<file path="src/rtl/fp8c_pkg.sv">
// Shared types and constants for the FP8 <-> FP32 converter.
package fp8c_pkg;

    // Operation codes carried on the kind field
    typedef enum logic [1:0] {
        KIND_DEC_E4M3 = 2'd0,
        KIND_DEC_E5M2 = 2'd1,
        KIND_ENC_E4M3 = 2'd2,
        KIND_ENC_E5M2 = 2'd3
    } kind_t;

    // FP32 special patterns
    localparam logic [31:0] FP32_QNAN = 32'h7fc0_0000;
    localparam logic [31:0] FP32_INF  = 32'h7f80_0000;

    // FP8 canonical quiet NaN codes
    localparam logic [7:0] E4M3_QNAN = 8'h7c;
    localparam logic [7:0] E5M2_QNAN = 8'h7e;

    // Smallest code that is infinity (emax << mbits), without sign
    localparam logic [11:0] E4M3_INF_MAG = 12'd120;
    localparam logic [11:0] E5M2_INF_MAG = 12'd124;

endpackage

</file>
<file path="src/rtl/fp8c_decode.sv">
// FP8 (E4M3 or E5M2) byte to FP32 bit pattern.
module fp8c_decode
(
    input  logic        is_e5m2,
    input  logic [7:0]  fp8,
    output logic [31:0] value
);

    logic       sign;
    logic [4:0] exp8;
    logic [2:0] man3;
    logic       exp_max;
    logic [1:0] lead;
    logic [2:0] sub_man;
    logic [7:0] sub_exp;
    logic [7:0] norm_exp;

    // Unpack fields; E5M2 mantissa is left aligned into three bits
    always_comb
    begin
        sign = fp8[7];
        if (is_e5m2)
        begin
            exp8    = fp8[6:2];
            man3    = {fp8[1:0], 1'b0};
            exp_max = (fp8[6:2] == 5'h1f);
        end
        else
        begin
            exp8    = {1'b0, fp8[6:3]};
            man3    = fp8[2:0];
            exp_max = (fp8[6:3] == 4'hf);
        end
    end

    // Normalize a subnormal: find the leading one, drop it, shift the rest up
    always_comb
    begin
        if (man3[2])
            lead = 2'd2;
        else if (man3[1])
            lead = 2'd1;
        else
            lead = 2'd0;

        case (lead)
            2'd2:    sub_man = {man3[1:0], 1'b0};
            2'd1:    sub_man = {man3[0], 2'b00};
            default: sub_man = 3'b000;
        endcase

        sub_exp  = {6'd0, lead} + (is_e5m2 ? 8'd110 : 8'd118);
        norm_exp = {3'd0, exp8} + (is_e5m2 ? 8'd112 : 8'd120);
    end

    // Pick the result class
    always_comb
    begin
        if (exp_max)
        begin
            if (man3 != 3'd0)
                value = fp8c_pkg::FP32_QNAN;
            else
                value = {sign, 31'd0} | fp8c_pkg::FP32_INF;
        end
        else if (exp8 == 5'd0)
        begin
            if (man3 == 3'd0)
                value = {sign, 31'd0};
            else
                value = {sign, sub_exp, sub_man, 20'd0};
        end
        else
        begin
            value = {sign, norm_exp, man3, 20'd0};
        end
    end

endmodule

</file>
<file path="src/rtl/fp8c_encode.sv">
// FP32 bit pattern to FP8 (E4M3 or E5M2) byte, round to nearest even.
module fp8c_encode
(
    input  logic        is_e5m2,
    input  logic [31:0] fp32,
    output logic [7:0]  fp8
);

    logic              sign;
    logic [7:0]        exp32;
    logic [22:0]       frac;
    logic [25:0]       sig;
    logic signed [9:0] biased;
    logic signed [9:0] sub_shift;
    logic              is_sub;
    logic              too_small;
    logic [4:0]        shamt;
    logic [25:0]       shifted;
    logic [25:0]       below_mask;
    logic              guard;
    logic              sticky;
    logic [11:0]       code_base;
    logic [11:0]       code_rnd;
    logic [11:0]       inf_mag;
    logic [7:0]        inf_code;

    // Unpack and rebias
    always_comb
    begin
        sign   = fp32[31];
        exp32  = fp32[30:23];
        frac   = fp32[22:0];
        sig    = {3'b001, frac};
        biased = $signed({2'b00, exp32}) - (is_e5m2 ? 10'sd112 : 10'sd120);
        is_sub = (biased <= 10'sd0);
        too_small = is_e5m2 ? (biased < -10'sd3) : (biased < -10'sd4);
        inf_mag  = is_e5m2 ? fp8c_pkg::E5M2_INF_MAG : fp8c_pkg::E4M3_INF_MAG;
        inf_code = {sign, inf_mag[6:0]};
    end

    // Alignment shift: 20 or 21 for normals, up to 25 for subnormals
    always_comb
    begin
        sub_shift = (is_e5m2 ? 10'sd22 : 10'sd21) - biased;
        if (is_sub)
            shamt = sub_shift[4:0];
        else
            shamt = is_e5m2 ? 5'd21 : 5'd20;
        shifted    = sig >> shamt;
        below_mask = ~(26'h3ff_ffff << (shamt - 5'd1));
        guard      = sig[shamt - 5'd1];
        sticky     = (sig & below_mask) != 26'd0;
    end

    // Truncated code, then round to nearest even
    always_comb
    begin
        if (is_sub)
            code_base = {8'd0, shifted[3:0]};
        else if (is_e5m2)
            code_base = {2'b00, biased[7:0], shifted[1:0]};
        else
            code_base = {1'b0, biased[7:0], shifted[2:0]};
        code_rnd = code_base + {11'd0, guard & (sticky | code_base[0])};
    end

    // Specials, underflow and overflow
    always_comb
    begin
        if (exp32 == 8'hff)
        begin
            if (frac != 23'd0)
                fp8 = is_e5m2 ? fp8c_pkg::E5M2_QNAN : fp8c_pkg::E4M3_QNAN;
            else
                fp8 = inf_code;
        end
        else if (exp32 == 8'd0)
            fp8 = {sign, 7'd0};
        else if (is_sub && too_small)
            fp8 = {sign, 7'd0};
        else if (code_rnd >= inf_mag)
            fp8 = inf_code;
        else
            fp8 = {sign, code_rnd[6:0]};
    end

endmodule

</file>
<file path="src/rtl/fp8_fp32_converter.sv">
// FP8 <-> FP32 converter top level: input register, conversion, result register.
//
//   channel | handshake            | payload
//   --------+----------------------+------------------
//   in      | in_valid / in_ready  | kind, operand
//   out     | out_valid / out_ready| result
//
// One item per cycle sustained while out_ready stays high; an accepted item is
// held in the input register, then captured by the result register, and only
// from there can its result transfer take place.
// The input register moves on whenever the result register is empty or is
// being taken, so in_ready drops only when both stages hold items and
// out_ready is low. Reset clears both valid flags; payloads are not reset.
module fp8_fp32_converter
(
    input  logic        clk,
    input  logic        rst_n,
    input  logic        in_valid,
    output logic        in_ready,
    input  logic [1:0]  kind,
    input  logic [31:0] operand,
    output logic        out_valid,
    input  logic        out_ready,
    output logic [31:0] result
);

    logic                s1_valid_reg;
    fp8c_pkg::kind_t     s1_kind_reg;
    logic [31:0]         s1_operand_reg;
    logic                out_valid_reg;
    logic [31:0]         result_reg;
    logic [31:0]         result_next;
    logic                s1_advance;
    logic                in_xfer;
    logic                is_e5m2;
    logic [31:0]         dec_value;
    logic [7:0]          enc_code;

    // Stage handshakes
    assign s1_advance = !out_valid_reg || out_ready;
    assign in_ready   = !s1_valid_reg || s1_advance;
    assign in_xfer    = in_valid && in_ready;

    // Input register
    always_ff @(posedge clk or negedge rst_n)
    begin
        if (!rst_n)
            s1_valid_reg <= 1'b0;
        else if (in_ready)
            s1_valid_reg <= in_valid;
    end

    always_ff @(posedge clk)
    begin
        if (in_xfer)
        begin
            s1_kind_reg    <= fp8c_pkg::kind_t'(kind);
            s1_operand_reg <= operand;
        end
    end

    // Conversion datapath
    assign is_e5m2 = (s1_kind_reg == fp8c_pkg::KIND_DEC_E5M2) ||
                     (s1_kind_reg == fp8c_pkg::KIND_ENC_E5M2);

    fp8c_decode u_decode
    (
        .is_e5m2 (is_e5m2),
        .fp8     (s1_operand_reg[7:0]),
        .value   (dec_value)
    );

    fp8c_encode u_encode
    (
        .is_e5m2 (is_e5m2),
        .fp32    (s1_operand_reg),
        .fp8     (enc_code)
    );

    always_comb
    begin
        unique case (s1_kind_reg)
            fp8c_pkg::KIND_DEC_E4M3,
            fp8c_pkg::KIND_DEC_E5M2: result_next = dec_value;
            default:                 result_next = {24'd0, enc_code};
        endcase
    end

    // Result register
    always_ff @(posedge clk or negedge rst_n)
    begin
        if (!rst_n)
            out_valid_reg <= 1'b0;
        else if (s1_advance)
            out_valid_reg <= s1_valid_reg;
    end

    always_ff @(posedge clk)
    begin
        if (s1_advance && s1_valid_reg)
            result_reg <= result_next;
    end

    assign out_valid = out_valid_reg;
    assign result    = result_reg;

    // A full input stage with room downstream lands in the result register
    a_s1_moves: assert property (@(posedge clk) disable iff (!rst_n)
        (s1_valid_reg && s1_advance) |=> out_valid_reg)
        else $error("input stage item did not reach result register");

    // Backpressure only when both stages are occupied and the output stalls
    a_ready_low: assert property (@(posedge clk) disable iff (!rst_n)
        !in_ready |-> (s1_valid_reg && out_valid_reg && !out_ready))
        else $error("in_ready low without a full pipeline");

    // Encodes leave the upper 24 bits clear
    a_enc_upper: assert property (@(posedge clk) disable iff (!rst_n)
        (s1_valid_reg && s1_advance &&
         (s1_kind_reg == fp8c_pkg::KIND_ENC_E4M3 ||
          s1_kind_reg == fp8c_pkg::KIND_ENC_E5M2))
        |=> (result_reg[31:8] == 24'd0))
        else $error("encode result has nonzero upper bits");

endmodule

</file>
<file path="config.mk">
export PLATFORM = sky130hd
export DESIGN_NAME = fp8_fp32_converter
export DESIGN_NICKNAME = d
export VERILOG_FILES = /design/src/rtl/fp8c_pkg.sv /design/src/rtl/fp8c_decode.sv /design/src/rtl/fp8c_encode.sv /design/src/rtl/fp8_fp32_converter.sv
export SDC_FILE = /design/constraint.sdc
export NUM_CORES = 1
export LEC_CHECK = 0
export BUFFER_PORTS_ARGS = -buffer_cell sky130_fd_sc_hd__buf_4
export CAP_MARGIN = 10
export CORE_UTILIZATION = 60
export DETAILED_ROUTE_END_ITERATION = 12
export HOLD_SLACK_MARGIN = 0.02
export PLACE_DENSITY = 0.82
export SETUP_SLACK_MARGIN = 0.5
export SKIP_CTS_REPAIR_TIMING = 1
export SYNTH_ARGS = -nofsm -noshare
export SYNTH_HDL_FRONTEND = slang
export SYNTH_HIERARCHICAL = 1
export SYNTH_SLANG_ARGS = --single-unit
</file>
<file path="constraint.sdc">
create_clock -name clk -period 8.4 [get_ports clk]
set_input_delay 0.42 -clock clk [delete_from_list [all_inputs] [get_ports clk]]
set_output_delay 0.42 -clock clk [all_outputs]
set_load 0.01 [all_outputs]
</file>
# Yosys cells after proc, flatten, opt, wreduce, memory -nomap -nowiden
# Cells that the tools add are included.
[totals]
output_inout_bits = 34
word_cells = 75
inputBits = 38
ff_bits = 68
[classes]
bitwise = 4
reduce_logical = 16
muxes = 29
n_eq_ne = 7
n_shift = 2
add_sub_neg = 6
n_lt_le_gt_ge = 5
[ops]
columns = ["operator", "count"]
rows = [
  ["2-to-1 mux 32 bit", 2],
  ["2-to-1 mux 31 bit", 2],
  ["AND 24 x 26 -> 26 bit", 1],
  ["NOT 26 bit", 1],
  ["nonzero test 26 bit", 1],
  ["<< shifter 26 x 5 -> 26 bit (first input constant)", 1],
  ["2-to-1 mux 8 bit", 3],
  [">> shifter 24 x 5 -> 4 bit", 1],
  ["nonzero test 23 bit", 1],
  ["2-to-1 mux 7 bit", 3],
  ["< comparator 10 x 3 -> 1 bit (second input constant)", 2],
  ["2-to-1 mux 5 bit", 3],
  ["adder 12 x 1 -> 12 bit", 1],
  [">= comparator 12 bit", 1],
  ["2-to-1 mux 12 bit", 1],
  ["2-to-1 mux 11 bit", 1],
  ["less-or-equal comparator 10 x 1 -> 1 bit (second input constant)", 1],
  ["subtractor 8 x 7 -> 9 bit", 1],
  ["adder 2 x 8 -> 8 bit", 1],
  ["adder 5 x 8 -> 8 bit", 1],
  ["== test 8 bit (second input constant)", 1],
  ["logical NOT 8 bit", 1],
  ["2-to-1 mux 4 bit", 2],
  ["< comparator 5 x 6 -> 1 bit (second input constant)", 1],
  ["other kinds (21)", 35],
]

# Longest topological paths before layout
# Gate-level depths: netlist of the first run.
[logic_depth]
word_depth = 20
mapped_depth = 35
ltp_nobuf = 29

# Hierarchy
# Netlist of the first run, hierarchy kept.
[modules_own_cells]
columns = ["module", "area_each_um2", "n_inst", "cells_each"]
rows = [
  ["fp8c_encode", 2914.0, 1, 440],
  ["fp8_fp32_converter", 2358.5, 1, 110],
  ["fp8c_decode", 464.2, 1, 68],
]

# Least setup slack after synthesis of the first run
# No wires, ideal clock.
[synth_path]
kind = "flip-flop to flip-flop"
from = "register s1_kind_reg[0]"
to = "register result_reg[2] (netlist: result[2]), data pin"
slack_ns = 1.756
synth_period_minus_slack_ns = 6.644
required_time_ns = 8.140
path_buffers = 6
setup_time_ns = 0.260
path_stages_with_launch = 35
arrival_ns = 6.384
cell_sequence = "edfxtp_1 > clkbuf_1 > inv_1 > clkbuf_1 > ha_1 > inv_1 > ha_1 > nor2_1 > and3_1 > buf_2 > a31o_4 > nand2_1 > buf_2 > buf_2 > ha_1 > nand4_1 > o21ai_0 > or3_1 > clkbuf_1 > a2111o_1 > and4_4 > nor3_1 > nor2_1 > ha_1 > inv_1 > a41oi_1 > nor2_1 > inv_1 > ha_1 > nand2b_1 > a21oi_1 > o221ai_2 > o2111ai_1 > o211ai_1 > mux2_4"
[synth_between]
elab_chain_len = 20
word_cells_on_any_way = 42
cone_classes = "4 x add/sub; 4 x order compare; 2 x eq/ne; 2 x shift; 20 x mux; 4 x bitwise; 6 x reduce/logical"
[synth_rtl]
columns = ["element", "line_no", "source"]
rows = [
  ["from (decl)", "fp8_fp32_converter.sv:28", "fp8c_pkg::kind_t s1_kind_reg;"],
  ["from (signal assigned)", "fp8_fp32_converter.sv:57", "s1_kind_reg <= fp8c_pkg::kind_t'(kind);"],
  ["== test 2 x 1 -> 1 bit or == test 2 bit (tied branches)", "fp8_fp32_converter.sv:63, fp8_fp32_converter.sv:64", ""],
  ["logical OR 1 bit (*)", "fp8_fp32_converter.sv:63", "assign is_e5m2 = (s1_kind_reg == fp8c_pkg::KIND_DEC_E5M2) ||"],
  ["named net is_e5m2", "fp8_fp32_converter.sv:35", "logic is_e5m2;"],
  ["2-to-1 mux 4 bit", "fp8c_encode.sv:34", "biased = $signed({2'b00, exp32}) - (is_e5m2 ? 10'sd112 : 10'sd120);"],
  ["subtractor 8 x 7 -> 9 bit", "fp8c_encode.sv:34", ""],
  ["less-or-equal comparator 10 x 1 -> 1 bit or subtractor 5 bit (tied branches)", "fp8c_encode.sv:35, fp8c_encode.sv:44", ""],
  ["2-to-1 mux 5 bit", "fp8c_encode.sv:45", "if (is_sub)"],
  ["subtractor 5 x 1 -> 5 bit", "fp8c_encode.sv:50, fp8c_encode.sv:51", ""],
  ["[7 not listed]", "--", ""],
  [">= comparator 12 bit", "fp8c_encode.sv:81", "else if (code_rnd >= inf_mag)"],
  ["2-to-1 mux 7 bit", "fp8c_encode.sv:81", ""],
  ["2-to-1 mux 7 bit", "fp8c_encode.sv:79", "else if (is_sub && too_small)"],
  ["2-to-1 mux 7 bit", "fp8c_encode.sv:77", "else if (exp32 == 8'd0)"],
  ["2-to-1 mux 8 bit (*)", "fp8c_encode.sv:70", "if (exp32 == 8'hff)"],
  ["named net enc_code[2]", "fp8_fp32_converter.sv:37", "logic [7:0] enc_code;"],
  ["2-to-1 mux 8 bit (*)", "fp8_fp32_converter.sv:82", "unique case (s1_kind_reg)"],
  ["named net result_next[2]", "fp8_fp32_converter.sv:32", "logic [31:0] result_next;"],
  ["to (signal assigned)", "fp8_fp32_converter.sv:101", "result_reg <= result_next;"],
  ["to (decl)", "fp8_fp32_converter.sv:31", "logic [31:0] result_reg;"],
]
# Mark *: on every way through the listed nets, which the timed path passes. The rest lies on a longest branch. The select of a mux whose other input is x is not followed.
# A chain may end at the register's enable or synchronous reset.

# Worst setup path in the final report of the first run
[layout_path]
from = "register s1_kind_reg[0]"
to = "register result_reg[2] (netlist: result[2]), data pin"
[layout_between]
elab_chain_len = 20
word_cells_on_any_way = 42
cone_classes = "4 x add/sub; 4 x order compare; 2 x eq/ne; 2 x shift; 20 x mux; 4 x bitwise; 6 x reduce/logical"
[layout_rtl]
columns = ["element", "line_no", "source"]
rows = [
  ["== test 2 x 1 -> 1 bit or == test 2 bit (tied branches)", "fp8_fp32_converter.sv:63, fp8_fp32_converter.sv:64", ""],
  ["logical OR 1 bit (*)", "fp8_fp32_converter.sv:63", ""],
  ["2-to-1 mux 4 bit", "fp8c_encode.sv:34", ""],
  ["subtractor 8 x 7 -> 9 bit", "fp8c_encode.sv:34", ""],
  ["less-or-equal comparator 10 x 1 -> 1 bit or subtractor 5 bit (tied branches)", "fp8c_encode.sv:35, fp8c_encode.sv:44", ""],
  ["2-to-1 mux 5 bit", "fp8c_encode.sv:45", ""],
  ["subtractor 5 x 1 -> 5 bit", "fp8c_encode.sv:50, fp8c_encode.sv:51", ""],
  ["<< shifter 26 x 5 -> 26 bit", "fp8c_encode.sv:50", "below_mask = ~(26'h3ff_ffff << (shamt - 5'd1));"],
  ["[6 not listed]", "--", ""],
  [">= comparator 12 bit", "fp8c_encode.sv:81", ""],
  ["2-to-1 mux 7 bit", "fp8c_encode.sv:81", ""],
  ["2-to-1 mux 7 bit", "fp8c_encode.sv:79", ""],
  ["2-to-1 mux 7 bit", "fp8c_encode.sv:77", ""],
  ["2-to-1 mux 8 bit (*)", "fp8c_encode.sv:70", ""],
  ["named net enc_code[2]", "fp8_fp32_converter.sv:37", ""],
  ["2-to-1 mux 8 bit (*)", "fp8_fp32_converter.sv:82", ""],
  ["named net result_next[2]", "fp8_fp32_converter.sv:32", ""],
]
# Marks and branches as above.

==> impl_metrics.json, run 1 <==
{
  "drtAntennaViolNets": 0,
  "clock_path_buffers": 2,
  "yosys.area.top_type": "edfxtp_1",
  "clock-root-buffer": "clkbuf_8",
  "status": "completed",
  "die-width_um": 99.8,
  "grt_use_total_pct": 36.6,
  "slowest_delay_ns": 0.55,
  "crit_top_cell": "ha_1",
  "crit_arrival_ns": 7.54,
  "via_count": 5440,
  "synth_seq_area_share_pct": 35.4,
  "start_kind": "flip-flop",
  "yosysMostFrequentCell": "edfxtp_1",
  "timing.reg2reg.setup_slack_ns": 0.96,
  "drc": 0,
  "ys_types": 92,
  "peakVddDrop_mv": 0.144,
  "holdPathStages": 1,
  "drtIter0Drc": 616,
  "fin_crit_sh_pct": 88.5,
  "routed_wl_um": 18100,
  "n_antenna_cell": 0,
  "crit_type": "reg -> reg",
  "syn_to_final_growth_pct": 12.4,
  "hold_viol": 0,
  "wl_per_cell_um": 22.5,
  "fp.dieH_um": 99.8,
  "drive_gt1_share_pct": 20.5,
  "final.setup.tns_ns": 0,
  "grt_max_degree": 35,
  "coreArea_mm2": 0.00924,
  "min_from": "kind[1]",
  "htreeDepth": 3,
  "max-cap-violations": 0,
  "first_pass_iters": 6,
  "min_to": "s1_kind_reg[1]$_DFFE_PP_",
  "start_util_pct": 62.1,
  "finalPower_uw": 1130,
  "ios": 72,
  "synth.area.top_cells": "edfxtp_1, mux2i_1, nor2b_1, o21ai_0, buf_4",
  "p_leak_uw": 0.00245,
  "cp_data_required_time_ns": 8.50,
  "die_area_mm2": 0.00996,
  "port_buffers": 71,
  "cp-end-kind": "flip-flop",
  "powerDensity_mw_per_mm2": 176,
  "netlist_area_mm2": 0.00574,
  "cts_sinks": 68,
  "async_reset_ff_share_pct": 2.94,
  "place_hpwl_um": 12900,
  "slew_headroom_pct": 29.7,
  "via_per_inst": 6.77,
  "grt_pass1_vias": 5202,
  "place_area_mm2": 0.00621,
  "cts_buffers": 9,
  "slew_viol_final": 0,
  "cts_tree": "done",
  "grt_pass1_wl_um": 27900,
  "synthCells": 618,
  "fillers": 690,
  "hp-class": "in -> reg",
  "antenna_found_initial": 0,
  "grt_overflow": 0,
  "synth_top_area_share_pct": 34.5,
  "clkLatencyLatePin_ns": 0.35,
  "critPathMaxFanout": 26,
  "synth-seq-cells": 68,
  "avgSynthCellArea_um2": 9.28,
  "reg2reg_from": "s1_kind_reg[0]$_DFFE_PP_",
  "reg2reg_depth": 29,
  "gp_congestion": 0.988,
  "fmax_mhz": 134,
  "ys_warn_count": 6,
  "tightest_slew_ns": 1.05,
  "min_period_ns": 7.44,
  "setup_viol": 0,
  "design_area_mm2": 0.00645,
  "crit_slowest_cell": "nor4_1",
  "seqCellArea_mm2": 0.00203,
  "clk_pin_slew_worst_paths_ns": 0.09,
  "synth_commonest_cells": "edfxtp_1, nand2_1, nor2_1, o21ai_0, nor2b_1",
  "synth_flop_cell": "edfxtp_1",
  "fin_nets": 717,
  "r2r-end": "result[2]$_DFFE_PP_",
  "finClkSkew_ns": 0.0110,
  "multi_input_area_mm2": 0.00332,
  "synth_edf_count": 66,
  "rows": 35,
  "rsz0062_at_grt": "no"
}
-- layer usage --
layer / up-vias / track usage, % / part of all wire, %
met4: 0 / 16.5 / 4.2
met1: 2535 / 49.7 / 39
met3: 79 / 5.64 / 10
met2: 395 / 58.1 / 47
met5: - / 0 / 0
li1: 2431 / - / -
-- worst max-delay path by stage --
stage                                   from             endpoint  slack (ns)  cells past startpoint
floorplan           s1_kind_reg[0]$_DFFE_PP_  result[2]$_DFFE_PP_        1.76                     34
CTS                 s1_kind_reg[0]$_DFFE_PP_  result[2]$_DFFE_PP_        0.67                     29
detailed placement  s1_kind_reg[0]$_DFFE_PP_  result[2]$_DFFE_PP_        0.76                     29
global route        s1_kind_reg[0]$_DFFE_PP_  result[2]$_DFFE_PP_        0.63                     29
finish              s1_kind_reg[0]$_DFFE_PP_  result[2]$_DFFE_PP_        0.96                     29
global placement    s1_kind_reg[0]$_DFFE_PP_  result[2]$_DFFE_PP_        1.24                     29
-- stage by stage --
| stage | instances | hold slack (ns) | setup WS (ns) | utilization, % |
|---|---|---|---|---|
| after global routing | 803 | 0.224 | 0.634 | 69.8 |
| final | 803 | 0.237 | 0.962 | 69.8 |
| after CTS | 800 | -0.185 | 0.668 | 69.5 |
| after detailed placement | 784 | 0.206 | 0.762 | 67.2 |
| after global placement | 784 | 0.203 | 1.24 | 67.2 |
| after floorplan | 637 | 0.124 | 1.76 | - |
-- layout by cell type (no fill, tap or decap), types with 5 or more instances in the layout --
master,instances
buf_4,81
edfxtp_1,66
nor2_1,42
nand2_1,42
o21ai_0,35
nor2b_1,31
a21oi_1,30
inv_1,26
mux2i_1,23
conb_1,20
nand3_1,17
nor3_1,15
a31oi_1,11
nor4_1,11
nand4_1,10
clkbuf_8,9
a211oi_1,9
ha_1,9
o211ai_1,9
o22ai_1,9
nand3b_1,8
nand2b_1,7
o21a_1,7
xnor2_1,7
mux2_4,6
a311oi_1,6
or3_1,6
mux2_2,5
and3_1,5
-- final cells by class --
class	instances	share of cell area, %
multi-input combinational	480	51.6
clock buffer	9	1.92
clock inverter	7	1.30
sequential	68	31.5
tap	129	2.50
inverter	28	1.63
timing repair buffer	82	9.58
-- logic make-up (layout without fill, tap and decap cells) --
logic type	after synthesis	in the layout	synth area share, %
and+or+nand+nor	223	223	21.6
AOI/OAI and AO/OA	181	181	23.8
other	1	20	0.0654
muxes	34	34	6.56
DFF	68	68	35.4
xor gates and xnor gates	12	12	2.16
adders and majority gates	10	10	2.31
buffers and inverters	89	126	8.07
-- worst max-delay path: cells and delay by family (launching register included) --
family	cells	cell delay [ns]
and+or+nand+nor	11	2.89
adders and majority gates	5	1.48
AOI/OAI and AO/OA	7	1.15
buffers and inverters	5	0.92
DFF	1	0.43
muxes	1	0.31
-- power by group --
part	total, uW	leakage [uW]	switching (uW)	internal (uW)
clock network	285	0.000102	143	142
logic	412	0.00168	255	158
registers	438	0.000663	32.9	405
(Power assumes the default switching activity.)
==> run 2, diff against run 1 <==
CORE_UTILIZATION = 40   (was 60)
PLACE_DENSITY = unset   (was 0.82)
==> run 2 against run 1 <==
  * Register-to-register slack better by 0.44 ns
  * Clock-buffer cell count is the same
  * Cell area grew 2.5%
  * Worst setup slack better by 0.44 ns
  * Critical path depth is the same
  * First-iteration DRC count fell by 14%
  * Clock skew increased by 0.0024 ns
  * Combinational power shrank 3%
  * Worst hold slack better by 0.020 ns
  * Power up 7.9%
  * Global-route usage decreased by 13 points
  * Via count down 2.9%
  * Critical path type unchanged
  * Largest cell class unchanged
==> impl_metrics.json, run 2 (synthesis gave the netlist of run 1 again) <==
{
  "rsz0062_at_grt": "no",
  "port_buffers": 71,
  "slowest_delay_ns": 0.67,
  "drive_gt1_share_pct": 20.5,
  "fp.dieH_um": 122,
  "grt_max_degree": 39,
  "seqCellArea_mm2": 0.00203,
  "peakVddDrop_mv": 0.131,
  "fillers": 1309,
  "final_common_cell": "buf_4",
  "multi_input_area_mm2": 0.00332,
  "crit_type": "reg -> reg",
  "fin_crit_sh_pct": 83.4,
  "setup_viol": 0,
  "drc": 0,
  "crit_slowest_cell": "nor3_2",
  "cts_tree": "done",
  "finalPower_uw": 1220,
  "die_area_mm2": 0.0148,
  "min_period_ns": 7.00,
  "die-width_um": 122,
  "first_pass_iters": 5,
  "cp-end-kind": "flip-flop",
  "slew_headroom_pct": 37.7,
  "coreArea_mm2": 0.0139,
  "via_count": 5281,
  "cp_data_required_time_ns": 8.49,
  "finClkSkew_ns": 0.0134,
  "powerDensity_mw_per_mm2": 185,
  "clkLatencyLatePin_ns": 0.34,
  "wl_per_cell_um": 20.4,
  "ios": 72,
  "rows": 43,
  "n_antenna_cell": 0,
  "fin_nets": 717,
  "final.setup.tns_ns": 0,
  "status": "completed",
  "clock_path_buffers": 2,
  "cts_sinks": 68,
  "wl_met3_um": 1380,
  "crit_arrival_ns": 7.09,
  "met1_length_um": 7660,
  "tightest_slew_ns": 0.932,
  "p_leak_uw": 0.00249,
  "via_per_inst": 6.18,
  "max-cap-violations": 0,
  "start_kind": "flip-flop",
  "hold_viol": 0,
  "crit_top_cell": "ha_1",
  "clock-root-buffer": "clkbuf_16",
  "place_hpwl_um": 12800,
  "drtIter0Drc": 532,
  "antenna_found_initial": 0,
  "htreeDepth": 3,
  "grt_overflow": 0,
  "start_util_pct": 41.2,
  "gp_congestion": 0.957,
  "hp-class": "in -> reg",
  "grt_use_total_pct": 23.6,
  "drtAntennaViolNets": 0,
  "highest_layer": "met4",
  "design_area_mm2": 0.00661,
  "met2_length_um": 7870,
  "grt_pass1_wl_um": 26900,
  "fmax_mhz": 143,
  "slew_viol_final": 0,
  "routed_wl_um": 17400,
  "clk_pin_slew_worst_paths_ns": 0.06,
  "critPathMaxFanout": 26,
  "place_area_mm2": 0.00628,
  "final_cell_mix": "buf_4, edfxtp_1, nor2_1, nand2_1, o21ai_0",
  "cts_buffers": 9,
  "syn_to_final_growth_pct": 15.2,
  "grt_pass1_vias": 4998
}
-- run 2: stage by stage --
stage	utilization [%]	hold WS, ns	std cells	setup slack [ns]
floorplan	-	0.124	637	1.76
global placement	45.1	0.203	836	1.88
detailed placement	45.1	0.204	836	1.60
CTS	47.3	-0.159	852	1.55
global route	47.4	0.245	854	0.885
finish	47.4	0.258	854	1.40
-- run 2: routing by layer --
metal / vias up / GRT usage, %
met2: 275 / 36.3
met3: 49 / 4.40
li1: 2434 / -
met4: 0 / 10.5
met5: - / 0
met1: 2523 / 32.1
-- run 2: layout make-up --
type,count,share of cell area (%)
timing repair buffer,82,9.46
sequential,68,30.7
multi-input combinational,480,50.2
tap,180,3.41
clock inverter,7,1.21
inverter,28,1.59
clock buffer,9,3.41
-- run 2: worst paths after layout --
path / startpoint / to / slack, ns / cells past startpoint
max: s1_kind_reg[0]$_DFFE_PP_ / result[2]$_DFFE_PP_ / 1.40 / 29
min: kind[1] / s1_kind_reg[1]$_DFFE_PP_ / 0.26 / 1
min in group asynchronous: rst_n / s1_valid_reg$_DFFE_PN0P_ / 0.40 / 2
min reg2reg: s1_valid_reg$_DFFE_PN0P_ / out_valid$_DFFE_PN0P_ / 0.49 / 1
max reg2reg: s1_kind_reg[0]$_DFFE_PP_ / result[2]$_DFFE_PP_ / 1.40 / 29
max in group asynchronous: rst_n / out_valid$_DFFE_PN0P_ / 7.92 / 2
-- run 2: worst max-delay path, delay by kind of cell (launching register included) --
family          cells  cell delay (ns)
simple gates       10             2.75
fa+ha+maj           5             1.40
compound gates      8             1.13
buf+inv             5             0.79
flops               1             0.39
mux                 1             0.29
-- run 2: report_power, final --
part	switching, uW	internal (uW)
Clock	152	234
Sequential	32.2	405
Combinational	244	157
Total	429	796
==> run 3, diff against run 2 <==
clock period = 6.6 ns   (was 8.4 ns; I/O delays follow)
==> run 3 against run 2 <==
  * First-iteration DRC count is 28% higher
  * Via count is 2.1% higher
  * Clock power up 33%
  * Final cell count up 1.4%
  * Non-clock buffer count increased by 11
  * Wire length is 7.6% higher
  * Clock skew decreased by 0.0039 ns
  * Sequential power grew 27%
  * Cell area increased by 2.9%
  * Fmax up 21%
  * Largest cell class unchanged
==> impl_metrics.json, run 3 (synthesis gave the netlist of run 1 again) <==
{
  "status": "completed",
  "finClkSkew_ns": 0.00942,
  "worst_slack_ns": 0.809,
  "hold_viol": 0,
  "place_ws_ns": 0.567,
  "design_area_mm2": 0.00681,
  "clock_path_buffers": 2,
  "intPower_uw": 1040,
  "max-cap-violations": 0,
  "crit_type": "reg -> reg",
  "final_cells": 866,
  "gp_congestion": 0.958,
  "crit_top_cell": "inv_1",
  "grt_pass1_wl_um": 28800,
  "cts_tree": "done",
  "powerDensity_mw_per_mm2": 238,
  "fin_util_pct": 48.8,
  "min_period_ns": 5.79,
  "comb_power_share_pct": 33.9,
  "crit_slowest_cell": "edfxtp_1",
  "clkLatencyLatePin_ns": 0.35,
  "drive_gt1_share_pct": 23.8,
  "post-place-cells": 846,
  "routed_wl_um": 18800,
  "via_count": 5391,
  "grt_max_degree": 39,
  "place_hpwl_um": 13500,
  "rsz0062_at_grt": "no",
  "fmax_mhz": 173,
  "seqPwrFrac_pct": 34.4,
  "cp-end-kind": "flip-flop",
  "wl_per_cell_um": 21.7,
  "first_pass_iters": 5,
  "setup_viol": 0,
  "peakVddDrop_mv": 0.126,
  "antenna_found_initial": 1,
  "slowest_delay_ns": 0.42,
  "cp_data_required_time_ns": 6.70,
  "coreArea_mm2": 0.0139,
  "final_cell_mix": "buf_4, edfxtp_1, nor2_1",
  "fp.dieH_um": 122,
  "cts_buffers": 9,
  "clkPwrFrac_pct": 31.7,
  "cts_sinks": 68,
  "p_sw_share_pct": 36.1,
  "drc": 0,
  "critPathMaxFanout": 12,
  "fin_crit_sh_pct": 87.7,
  "start_util_pct": 41.2,
  "slew_headroom_pct": 43.0,
  "die_area_mm2": 0.0148,
  "start_kind": "flip-flop",
  "syn_to_final_growth_pct": 18.6,
  "fillers": 1331,
  "drtIter0Drc": 679,
  "slew_viol_final": 0,
  "clock-root-buffer": "clkbuf_16",
  "crit_arrival_ns": 5.89,
  "grt_pass1_vias": 5150,
  "p_switching_uw": 586,
  "drtAntennaViolNets": 0,
  "tightest_slew_ns": 0.844,
  "fin_nets": 728,
  "p_leak_uw": 0.00257,
  "hp-class": "in -> reg",
  "clk_pin_slew_worst_paths_ns": 0.07,
  "place_area_mm2": 0.00638,
  "die-width_um": 122,
  "via_per_inst": 6.23,
  "grt_use_total_pct": 25.9,
  "final.setup.tns_ns": 0,
  "final_common_cell": "buf_4",
  "port_buffers": 71,
  "grt_overflow": 0,
  "rows": 43,
  "ios": 72,
  "htreeDepth": 3
}
-- run 3: critical path: cells and delay by family, from the launching register on --
kind	cells	cell delay (ns)
AND/OR/NAND/NOR	11	1.67
AO/OA/AOI/OAI	8	1.39
adder cells (fa/ha/maj)	5	1.21
buffers and inverters	5	0.54
flip-flops	1	0.42
multiplexers	1	0.29
-- run 3: power groups by stage --
stage               Sequential, uW  Combinational, uW  Clock, uW
detailed placement             567                518          0
global placement               566                519          0
global route                   562                592        540
CTS                            558                520        526
finish                         557                549        514
floorplan                      554                371          0
-- run 3: metal layers --
metal  wire length (um)  part of all wire [%]  GRT usage [%]
met3               1310                   7.0           4.35
met4                871                   4.6           15.5
met2               8500                    45           39.1
met5                  0                     0              0
met1               8080                    43           34.4
-- run 3: layout make-up --
cell class                      instances  area [um2]  share of cell area, %
Clock inverter                          7        81.3                   1.20
Multi-Input combinational cell        480        3410                   50.1
Inverter                               28         105                   1.54
Clock buffer                            9         225                   3.31
Timing Repair Buffer                   93         724                   10.6
Sequential cell                        68        2030                   29.9
Tap cell                              180         225                   3.31
Antenna cell                            1        2.50                 0.0368
-- run 3: worst paths after layout --
path	start	endpoint	slack, ns	cells past startpoint
max reg2reg	s1_kind_reg[0]$_DFFE_PP_	result[2]$_DFFE_PP_	0.81	30
min reg2reg	s1_valid_reg$_DFFE_PN0P_	out_valid$_DFFE_PN0P_	0.57	1
max in group asynchronous	rst_n	out_valid$_DFFE_PN0P_	6.20	2
min	operand[16]	s1_operand_reg[16]$_DFFE_PP_	0.15	1
min in group asynchronous	rst_n	s1_valid_reg$_DFFE_PN0P_	0.30	2
max	s1_kind_reg[0]$_DFFE_PP_	result[2]$_DFFE_PP_	0.81	30
-- run 3: per-stage QoR --
stage               total power, uW  hold slack, ns
finish                         1620           0.146
global route                   1690           0.139
CTS                            1600          -0.261
detailed placement             1090           0.115
global placement               1080           0.114
floorplan                       925          0.0344
